==> src/rtl/mm2_pkg.sv <==
// ----------------------------------------------------------------------------
// mm2_pkg: shared types and constants of the MurmurHash2 block
// Holds the mixing constants, the operation codes and the queue entry
// that the front end hands to the back end.
// ----------------------------------------------------------------------------
package mm2_pkg;

  localparam logic [31:0] MIX_M  = 32'h5bd1e995;
  localparam int          MIX_R  = 24;
  localparam int          FIN_R1 = 13;
  localparam int          FIN_R2 = 15;

  localparam logic [2:0]  FULL_BYTES = 3'd4;

  typedef enum logic [1:0] {
    OP_NONE = 2'd0,
    OP_TAIL = 2'd1,
    OP_FULL = 2'd2
  } mm2_op_t;

  typedef struct packed {
    mm2_op_t     op;
    logic        first;
    logic        last;
    logic [31:0] start;
    logic [31:0] data;
  } mm2_entry_t;

  typedef enum logic [3:0] {
    ST_IDLE = 4'b0001,
    ST_ACC  = 4'b0010,
    ST_FMUL = 4'b0100,
    ST_FOUT = 4'b1000
  } mm2_state_t;

endpackage

==> src/rtl/mm2_front.sv <==
// ----------------------------------------------------------------------------
// mm2_front: input stage of the MurmurHash2 block
// Accepts key words, classifies them, marks each key's first word, carries the
// start value (seed xor length) and premixes full words in a two-stage multiplier pipeline.
// ----------------------------------------------------------------------------
module mm2_front (
  input  logic                clk,
  input  logic                rst_n,
  input  logic                cfg_we,
  input  logic [31:0]         cfg_hash_seed,
  input  logic                in_push,
  output logic                in_full,
  input  logic [31:0]         in_key_word,
  input  logic [2:0]          in_word_bytes,
  input  logic [31:0]         in_total_length,
  input  logic                in_last_word,
  input  logic                q_full,
  output logic                q_push,
  output mm2_pkg::mm2_entry_t q_din
);

  logic [31:0]         hash_seed_r;
  logic                in_key_r;
  logic                va_r;
  logic                vb_r;
  mm2_pkg::mm2_entry_t ent_a_r;
  mm2_pkg::mm2_entry_t ent_b_r;
  mm2_pkg::mm2_entry_t ent_b_nxt;
  logic [31:0]         prod_a_r;
  logic [31:0]         k_mid;
  logic                adv;
  logic                acc;
  mm2_pkg::mm2_entry_t ent_in;

  function automatic logic [31:0] byte_mask(input logic [2:0] nb);
    logic [31:0] m;
    begin
      unique case (nb)
        3'd1:    m = 32'h0000_00ff;
        3'd2:    m = 32'h0000_ffff;
        3'd3:    m = 32'h00ff_ffff;
        default: m = 32'h0000_0000;
      endcase
      return m;
    end
  endfunction

  assign adv     = !vb_r || !q_full;
  assign in_full = !adv;
  assign acc     = in_push && adv;
  assign q_push  = vb_r && !q_full;
  assign q_din   = ent_b_r;
  assign k_mid   = prod_a_r ^ (prod_a_r >> mm2_pkg::MIX_R);

  always_comb begin
    ent_in.first = !in_key_r;
    ent_in.last  = in_last_word;
    ent_in.start = hash_seed_r ^ in_total_length;
    if (in_word_bytes >= mm2_pkg::FULL_BYTES) begin
      ent_in.op   = mm2_pkg::OP_FULL;
      ent_in.data = in_key_word;
    end else if (in_word_bytes == 3'd0) begin
      ent_in.op   = mm2_pkg::OP_NONE;
      ent_in.data = 32'd0;
    end else begin
      ent_in.op   = mm2_pkg::OP_TAIL;
      ent_in.data = in_key_word & byte_mask(in_word_bytes);
    end
  end

  always_comb begin
    ent_b_nxt = ent_a_r;
    if (ent_a_r.op == mm2_pkg::OP_FULL) begin
      ent_b_nxt.data = k_mid * mm2_pkg::MIX_M;
    end
  end

  always_ff @(posedge clk) begin
    if (!rst_n) begin
      hash_seed_r <= 32'd0;
    end else if (cfg_we) begin
      hash_seed_r <= cfg_hash_seed;
    end
  end

  always_ff @(posedge clk) begin
    if (!rst_n) begin
      in_key_r <= 1'b0;
      va_r     <= 1'b0;
      vb_r     <= 1'b0;
    end else if (adv) begin
      va_r <= acc;
      vb_r <= va_r;
      if (acc) begin
        in_key_r <= !in_last_word;
      end
    end
  end

  always_ff @(posedge clk) begin
    if (adv) begin
      if (acc) begin
        ent_a_r  <= ent_in;
        prod_a_r <= in_key_word * mm2_pkg::MIX_M;
      end
      ent_b_r <= ent_b_nxt;
    end
  end

  a_no_push_when_full: assert property (@(posedge clk) disable iff (!rst_n)
    !(q_push && q_full))
    else $error("front pushed into a full queue");

  a_stage_b_holds: assert property (@(posedge clk) disable iff (!rst_n)
    (vb_r && q_full) |=> vb_r && $stable(ent_b_r))
    else $error("stalled entry changed");

  a_in_key_follows_last: assert property (@(posedge clk) disable iff (!rst_n)
    (acc && in_last_word) |=> !in_key_r)
    else $error("key state not cleared after last word");

endmodule

==> src/rtl/mm2_fifo.sv <==
// ----------------------------------------------------------------------------
// mm2_fifo: entry queue between front end and back end
// A small register queue of classified key words.
// ----------------------------------------------------------------------------
module mm2_fifo #(
  parameter int DEPTH = 4
) (
  input  logic                clk,
  input  logic                rst_n,
  input  logic                wr_en,
  input  mm2_pkg::mm2_entry_t din,
  output logic                full,
  input  logic                rd_en,
  output mm2_pkg::mm2_entry_t dout,
  output logic                empty
);

  localparam int AW = (DEPTH > 1) ? $clog2(DEPTH) : 1;
  localparam int CW = $clog2(DEPTH + 1);
  localparam logic [AW-1:0] LAST_IDX = AW'(DEPTH - 1);
  localparam logic [CW-1:0] FULL_CNT = CW'(DEPTH);

  mm2_pkg::mm2_entry_t mem_r [DEPTH];
  logic [AW-1:0]       wr_ptr_r;
  logic [AW-1:0]       rd_ptr_r;
  logic [CW-1:0]       count_r;
  logic                do_wr;
  logic                do_rd;

  assign full  = (count_r == FULL_CNT);
  assign empty = (count_r == '0);
  assign dout  = mem_r[rd_ptr_r];
  assign do_wr = wr_en && !full;
  assign do_rd = rd_en && !empty;

  always_ff @(posedge clk) begin
    if (!rst_n) begin
      wr_ptr_r <= '0;
      rd_ptr_r <= '0;
      count_r  <= '0;
    end else begin
      if (do_wr) begin
        wr_ptr_r <= (wr_ptr_r == LAST_IDX) ? '0 : wr_ptr_r + 1'b1;
      end
      if (do_rd) begin
        rd_ptr_r <= (rd_ptr_r == LAST_IDX) ? '0 : rd_ptr_r + 1'b1;
      end
      if (do_wr && !do_rd) begin
        count_r <= count_r + 1'b1;
      end else if (do_rd && !do_wr) begin
        count_r <= count_r - 1'b1;
      end
    end
  end

  always_ff @(posedge clk) begin
    if (do_wr) begin
      mem_r[wr_ptr_r] <= din;
    end
  end

  a_count_bound: assert property (@(posedge clk) disable iff (!rst_n)
    count_r <= FULL_CNT)
    else $error("queue count out of range");

  a_no_underflow: assert property (@(posedge clk) disable iff (!rst_n)
    !(rd_en && empty))
    else $error("queue read while empty");

  a_count_step: assert property (@(posedge clk) disable iff (!rst_n)
    (do_wr && !do_rd) |=> count_r == $past(count_r) + 1'b1)
    else $error("queue count did not advance on write");

endmodule

==> src/rtl/mm2_back.sv <==
// ----------------------------------------------------------------------------
// mm2_back: hash recurrence and finalization of the MurmurHash2 block
// Takes classified words from the queue, updates the running hash with one
// shared multiplier, finalizes on a key's last word and holds the result.
// ----------------------------------------------------------------------------
module mm2_back (
  input  logic                clk,
  input  logic                rst_n,
  input  logic                q_empty,
  input  mm2_pkg::mm2_entry_t q_dout,
  output logic                q_pop,
  output logic                out_empty,
  input  logic                out_pop,
  output logic [31:0]         out_hash_value
);

  mm2_pkg::mm2_state_t state_r;
  mm2_pkg::mm2_state_t state_nxt;
  mm2_pkg::mm2_entry_t ent_r;
  mm2_pkg::mm2_entry_t ent_nxt;
  logic [31:0]         h_r;
  logic [31:0]         h_nxt;
  logic [31:0]         prod_r;
  logic [31:0]         prod_nxt;
  logic                out_v_r;
  logic                out_v_nxt;
  logic [31:0]         out_r;
  logic [31:0]         out_nxt;
  logic [31:0]         h_in;
  logic [31:0]         mul_a;
  logic [31:0]         fin_val;

  assign h_in           = q_dout.first ? q_dout.start : h_r;
  assign fin_val        = prod_r ^ (prod_r >> mm2_pkg::FIN_R2);
  assign out_empty      = !out_v_r;
  assign out_hash_value = out_r;

  always_comb begin
    if (state_r == mm2_pkg::ST_FMUL) begin
      mul_a = h_r ^ (h_r >> mm2_pkg::FIN_R1);
    end else if (q_dout.op == mm2_pkg::OP_TAIL) begin
      mul_a = h_in ^ q_dout.data;
    end else begin
      mul_a = h_in;
    end
  end

  always_comb begin
    state_nxt = state_r;
    ent_nxt   = ent_r;
    h_nxt     = h_r;
    prod_nxt  = prod_r;
    out_v_nxt = out_v_r && !out_pop;
    out_nxt   = out_r;
    q_pop     = 1'b0;
    unique case (state_r)
      mm2_pkg::ST_IDLE: begin
        if (!q_empty) begin
          q_pop   = 1'b1;
          ent_nxt = q_dout;
          if (q_dout.op == mm2_pkg::OP_NONE) begin
            h_nxt     = h_in;
            state_nxt = q_dout.last ? mm2_pkg::ST_FMUL : mm2_pkg::ST_IDLE;
          end else begin
            prod_nxt  = mul_a * mm2_pkg::MIX_M;
            state_nxt = mm2_pkg::ST_ACC;
          end
        end
      end
      mm2_pkg::ST_ACC: begin
        h_nxt     = (ent_r.op == mm2_pkg::OP_FULL) ? (prod_r ^ ent_r.data) : prod_r;
        state_nxt = ent_r.last ? mm2_pkg::ST_FMUL : mm2_pkg::ST_IDLE;
      end
      mm2_pkg::ST_FMUL: begin
        prod_nxt  = mul_a * mm2_pkg::MIX_M;
        state_nxt = mm2_pkg::ST_FOUT;
      end
      mm2_pkg::ST_FOUT: begin
        if (!out_v_r || out_pop) begin
          out_nxt   = fin_val;
          out_v_nxt = 1'b1;
          h_nxt     = fin_val;
          state_nxt = mm2_pkg::ST_IDLE;
        end
      end
      default: begin
        state_nxt = mm2_pkg::ST_IDLE;
      end
    endcase
  end

  always_ff @(posedge clk) begin
    if (!rst_n) begin
      state_r <= mm2_pkg::ST_IDLE;
      out_v_r <= 1'b0;
      h_r     <= 32'd0;
    end else begin
      state_r <= state_nxt;
      out_v_r <= out_v_nxt;
      h_r     <= h_nxt;
    end
  end

  always_ff @(posedge clk) begin
    ent_r  <= ent_nxt;
    prod_r <= prod_nxt;
    out_r  <= out_nxt;
  end

  a_pop_only_idle: assert property (@(posedge clk) disable iff (!rst_n)
    q_pop |-> state_r == mm2_pkg::ST_IDLE)
    else $error("queue popped outside idle state");

  a_fmul_to_fout: assert property (@(posedge clk) disable iff (!rst_n)
    state_r == mm2_pkg::ST_FMUL |=> state_r == mm2_pkg::ST_FOUT)
    else $error("finalization multiply not followed by output step");

  a_result_loaded: assert property (@(posedge clk) disable iff (!rst_n)
    (state_r == mm2_pkg::ST_FOUT && !out_v_r) |=> out_v_r && state_r == mm2_pkg::ST_IDLE)
    else $error("finished hash not delivered to output register");

endmodule

==> src/rtl/murmur2_hash_32.sv <==
// ----------------------------------------------------------------------------
// murmur2_hash_32: streaming 32-bit MurmurHash2
// Hashes keys fed as little-endian 32-bit words and delivers one hash
// per key.
//
//   Channel  Direction  Handshake           Payload
//   in_      input      in_push / in_full   key_word, word_bytes,
//                                           total_length, last_word
//   out_     output     out_pop / out_empty hash_value
//   cfg_     input      cfg_we              hash_seed
//
// A word with data passes the back end as a shared multiply and then a combine,
// a word with no valid bytes only sets the running hash, and a key's last word
// adds a finalization multiply and an output step. An accepted transfer passes
// the two premix stages and the queue before it reaches the back end.
// Reset clears the seed, the key state, the queue and the result valid flag.
// The front end accepts words while its last premix stage is empty or the queue has
// room; an unpopped result stalls the back end, and the front end once the queue fills.
// ----------------------------------------------------------------------------
module murmur2_hash_32 #(
  parameter int QUEUE_DEPTH = 4
) (
  input  logic        clk,
  input  logic        rst_n,
  input  logic        cfg_we,
  input  logic [31:0] cfg_hash_seed,
  input  logic        in_push,
  output logic        in_full,
  input  logic [31:0] in_key_word,
  input  logic [2:0]  in_word_bytes,
  input  logic [31:0] in_total_length,
  input  logic        in_last_word,
  output logic        out_empty,
  input  logic        out_pop,
  output logic [31:0] out_hash_value
);

  logic                q_push;
  logic                q_full;
  logic                q_pop;
  logic                q_empty;
  mm2_pkg::mm2_entry_t q_din;
  mm2_pkg::mm2_entry_t q_dout;

  mm2_front u_front (
    .clk             (clk),
    .rst_n           (rst_n),
    .cfg_we          (cfg_we),
    .cfg_hash_seed   (cfg_hash_seed),
    .in_push         (in_push),
    .in_full         (in_full),
    .in_key_word     (in_key_word),
    .in_word_bytes   (in_word_bytes),
    .in_total_length (in_total_length),
    .in_last_word    (in_last_word),
    .q_full          (q_full),
    .q_push          (q_push),
    .q_din           (q_din)
  );

  mm2_fifo #(
    .DEPTH (QUEUE_DEPTH)
  ) u_fifo (
    .clk   (clk),
    .rst_n (rst_n),
    .wr_en (q_push),
    .din   (q_din),
    .full  (q_full),
    .rd_en (q_pop),
    .dout  (q_dout),
    .empty (q_empty)
  );

  mm2_back u_back (
    .clk            (clk),
    .rst_n          (rst_n),
    .q_empty        (q_empty),
    .q_dout         (q_dout),
    .q_pop          (q_pop),
    .out_empty      (out_empty),
    .out_pop        (out_pop),
    .out_hash_value (out_hash_value)
  );

endmodule

==> config.mk <==
export PLATFORM = sky130hd
export DESIGN_NAME = murmur2_hash_32
export DESIGN_NICKNAME = d
export VERILOG_FILES = /design/src/rtl/mm2_pkg.sv /design/src/rtl/mm2_front.sv /design/src/rtl/mm2_fifo.sv /design/src/rtl/mm2_back.sv /design/src/rtl/murmur2_hash_32.sv
export SDC_FILE = /design/constraint.sdc
export NUM_CORES = 2
export LEC_CHECK = 0
export CAP_MARGIN = 20
export CELL_PAD_IN_SITES_DETAIL_PLACEMENT = 0
export CELL_PAD_IN_SITES_GLOBAL_PLACEMENT = 1
export CORE_MARGIN = 4
export CORE_UTILIZATION = 54
export DETAILED_ROUTE_END_ITERATION = 16
export DONT_BUFFER_PORTS = 1
export GPL_TIMING_DRIVEN = 1
export PLACE_DENSITY_LB_ADDON = 0.2
export SKIP_LAST_GASP = 1
export SLEW_MARGIN = 20
export SYNTH_ARGS = -nofsm -noshare
export SYNTH_HDL_FRONTEND = slang
export SYNTH_SLANG_ARGS = --single-unit
==> constraint.sdc <==
create_clock -name clk -period 11.2 [get_ports clk]
set_clock_uncertainty 0.05 [all_clocks]
set_input_delay 1.12 -clock clk [delete_from_list [all_inputs] [get_ports clk]]
set_output_delay 1.12 -clock clk [all_outputs]
set_load 0.1 [all_outputs]
==> flow_summary.toml <==
[finish]
final_cell_mix = "1021 x inv_1, 642 x ha_1, 539 x edfxtp_1, 534 x fa_1, 186 x xnor2_1"
area_growth_syn_to_layout_pct = 7.63
fin_nets = 5486
layout_commonest_cell = "inv_1"
num_antenna_cells = 0
drive_gt1_share_pct = 6.17

[worst_setup_path]
max_stage_delay_ps = 710
slowest_stage = "dfxtp_2"
critPathMostFrequentCell = "inv_1"
crit_path_end_kind = "flop"
critPathKind = "flop to flop"
required_ps = 11520
arrival_ps = 9790
critPathLaunchType = "flop"
cp_max_fo = 20

[sta]
fmax_ghz = 0.106
period_share_pct = 84.5
setup_viol = 0
slew_headroom_pct = 31.5
timing_hold_violations_final = 0
fin_crit_ps = 9460
tns_ps = 0
tightestPinTransition_ps = 1020
worst_slack_ps = 1740
slew_viol_final = 0
rsz0062_at_grt = "false"

[clock_network]
h-tree-depth = 3
cts_root_buf = "clkbuf_16"
cts_tree = "built"
clk_path_buf_depth = 3
clk_latency_ps = 620
cts_hold_buf = 0
cts-resized-gates = 0
clkSlewWorstSetupHoldPaths_ps = 60
cts.sinks = 620
postCtsSetupBuffers = 0
numCtsBuffers = 69

[status]
outcome = "finished, final reports clean"

[yosys]
synth-simple-area-share_pct = 3.97
async_flop_share_pct = 0
synth_top_family_by_area = "adder cells"
synth-compound-area-share_pct = 5.25
syn_inst = 4169
avgSynthCellArea_um2 = 12.1
seq_area_frac_synth_pct = 35.3
yosysTopAreaCell = "edfxtp_1"
synth_top_flop_cell = "edfxtp_1"
synth_edf_count = 539
synthTopCellsByArea = "edfxtp_1 32%, fa_1 21%, ha_1 16%"
netlist_area_um2 = 50500
yosys.area_share.adder_pct = 37.1
synth_top_area_share_pct = 32.0
yosysUniqueCellTypes = 66
syn_nets = 5450
synth_seq_cells = 620
synth_mux_area_share_pct = 4.76
synth_xor_area_share_pct = 5.35
yosysWarnings = 0

[global_routing]
grt.total_usage_pct = 26.4
antenna_found_initial = 2
grt_pass1_wl_um = 193000
grt_pass1_vias = 31500
overflow = 0
grt_max_degree = 79

[floorplanning]
die_h_um = 314
start_util_pct = 54.8
die_area_um2 = 98500
placementRows = 111
pin_count = 139
core_um2 = 92200
die-width_um = 314

[drt]
ant_nets = 0
drt_wl_total_um = 126000
dr.first_iter.drc_count = 2034
first_pass_iters = 5
wl_per_cell_um = 22.9
drc = 0
viasPerCell = 5.34
vias = 29400

[min_path]
worstHoldStart = "u_front.ent_a_r[45]"
holdCritPathClass = "flop to flop"

[flow_run]
max-cap-violations = 0

[place]
io_buffer_count = 0
place_ws_ps = 1750
place.gp.congestion = 0.908
place_hpwl_um = 97900
## registers in the layout (all words and copies together) (netlist names), named ones only
register	flops
u_back.h_r	32
u_fifo.rd_ptr_r	2
u_fifo.wr_ptr_r	2
u_back.state_r	4
u_front.q_din	68
u_back.ent_r	35
u_front.vb_r	1
u_back.out_v_r	1
u_front.hash_seed_r	32
u_back.prod_r	32
u_front.prod_a_r	32
u_fifo.count_r	3
u_fifo.mem_r	272
u_front.ent_a_r	68
u_back.out_hash_value	32
u_front.in_key_r	1
u_front.va_r	1
## synthesized netlist by cell type, types with 18 or more instances
| library cell | instances |
|---|---|
| ha_1 | 642 |
| o21a_1 | 19 |
| a21oi_1 | 117 |
| o211a_1 | 19 |
| clkbuf_1 | 57 |
| inv_1 | 1022 |
| o21ai_0 | 99 |
| xor2_1 | 120 |
| xnor2_1 | 186 |
| edfxtp_1 | 539 |
| a21o_1 | 22 |
| a32oi_1 | 18 |
| mux2i_1 | 76 |
| dfxtp_1 | 81 |
| fa_1 | 534 |
| nand2_1 | 107 |
| nor2b_1 | 69 |
| mux4_2 | 68 |
| o221ai_1 | 20 |
| nor2_1 | 115 |
| and2_1 | 19 |
## worst paths after layout
path | slack (ps) | cells past startpoint | end
setup / recovery | 1740 | 32 | u_back.prod_r[30]
setup reg to reg | 1740 | 32 | u_back.prod_r[30]
hold reg to reg | 350 | 0 | u_front.q_din[45]
hold / removal | 350 | 0 | u_front.q_din[45]
## through the flow
stage	area [µm²]	utilization (%)	instances	hold slack, ps
3_3_place_gp	52100	56.5	5377	353
3_5_place_dp	52100	56.5	5377	355
4_1_cts	54400	58.9	5504	350
5_1_grt	54400	58.9	5504	373
2_1_floorplan	50500	-	4169	350
6_report	54400	58.9	5504	347
## kinds of logic after synthesis
group / after synthesis
XOR/XNOR: 307
adder cells (fa/ha/maj): 1178
flip-flops: 620
buffers and inverters: 1102
AO/OA/AOI/OAI: 407
AND/OR/NAND/NOR: 404
multiplexers: 151
## worst max-delay path, delay by kind of cell (launching register included)
family,cells,cell delay [ps]
adders and majority gates,9,3560
AOI/OAI and AO/OA,10,2490
and+or+nand+nor,3,960
DFF,1,710
xor gates and xnor gates,3,630
muxes,1,480
buffers and inverters,6,300
## cell type report
| type | count | area (µm²) |
|---|---|---|
| Clock inverter | 35 | 325 |
| Timing Repair Buffer | 45 | 363 |
| Clock buffer | 92 | 1890 |
| Fill cell | 7707 | 37900 |
| Multi-Input combinational cell | 2447 | 28600 |
| Sequential cell | 620 | 17800 |
| Inverter | 1022 | 3840 |
| Tap cell | 1243 | 1560 |
## metal layers
layer / up-vias / part of all wire, % / global-route usage (%)
met3: 218 / 5.4 / 4.69
met4: 4 / 4.7 / 10.1
li1: 13800 / - / -
met2: 736 / 49 / 44.8
met5: - / 0.021 / 0
met1: 14700 / 41 / 33.8
Power is left out: the tool's default activity adds up to more than one toggle a clock period on the data nets, which glitch-free logic cannot reach.
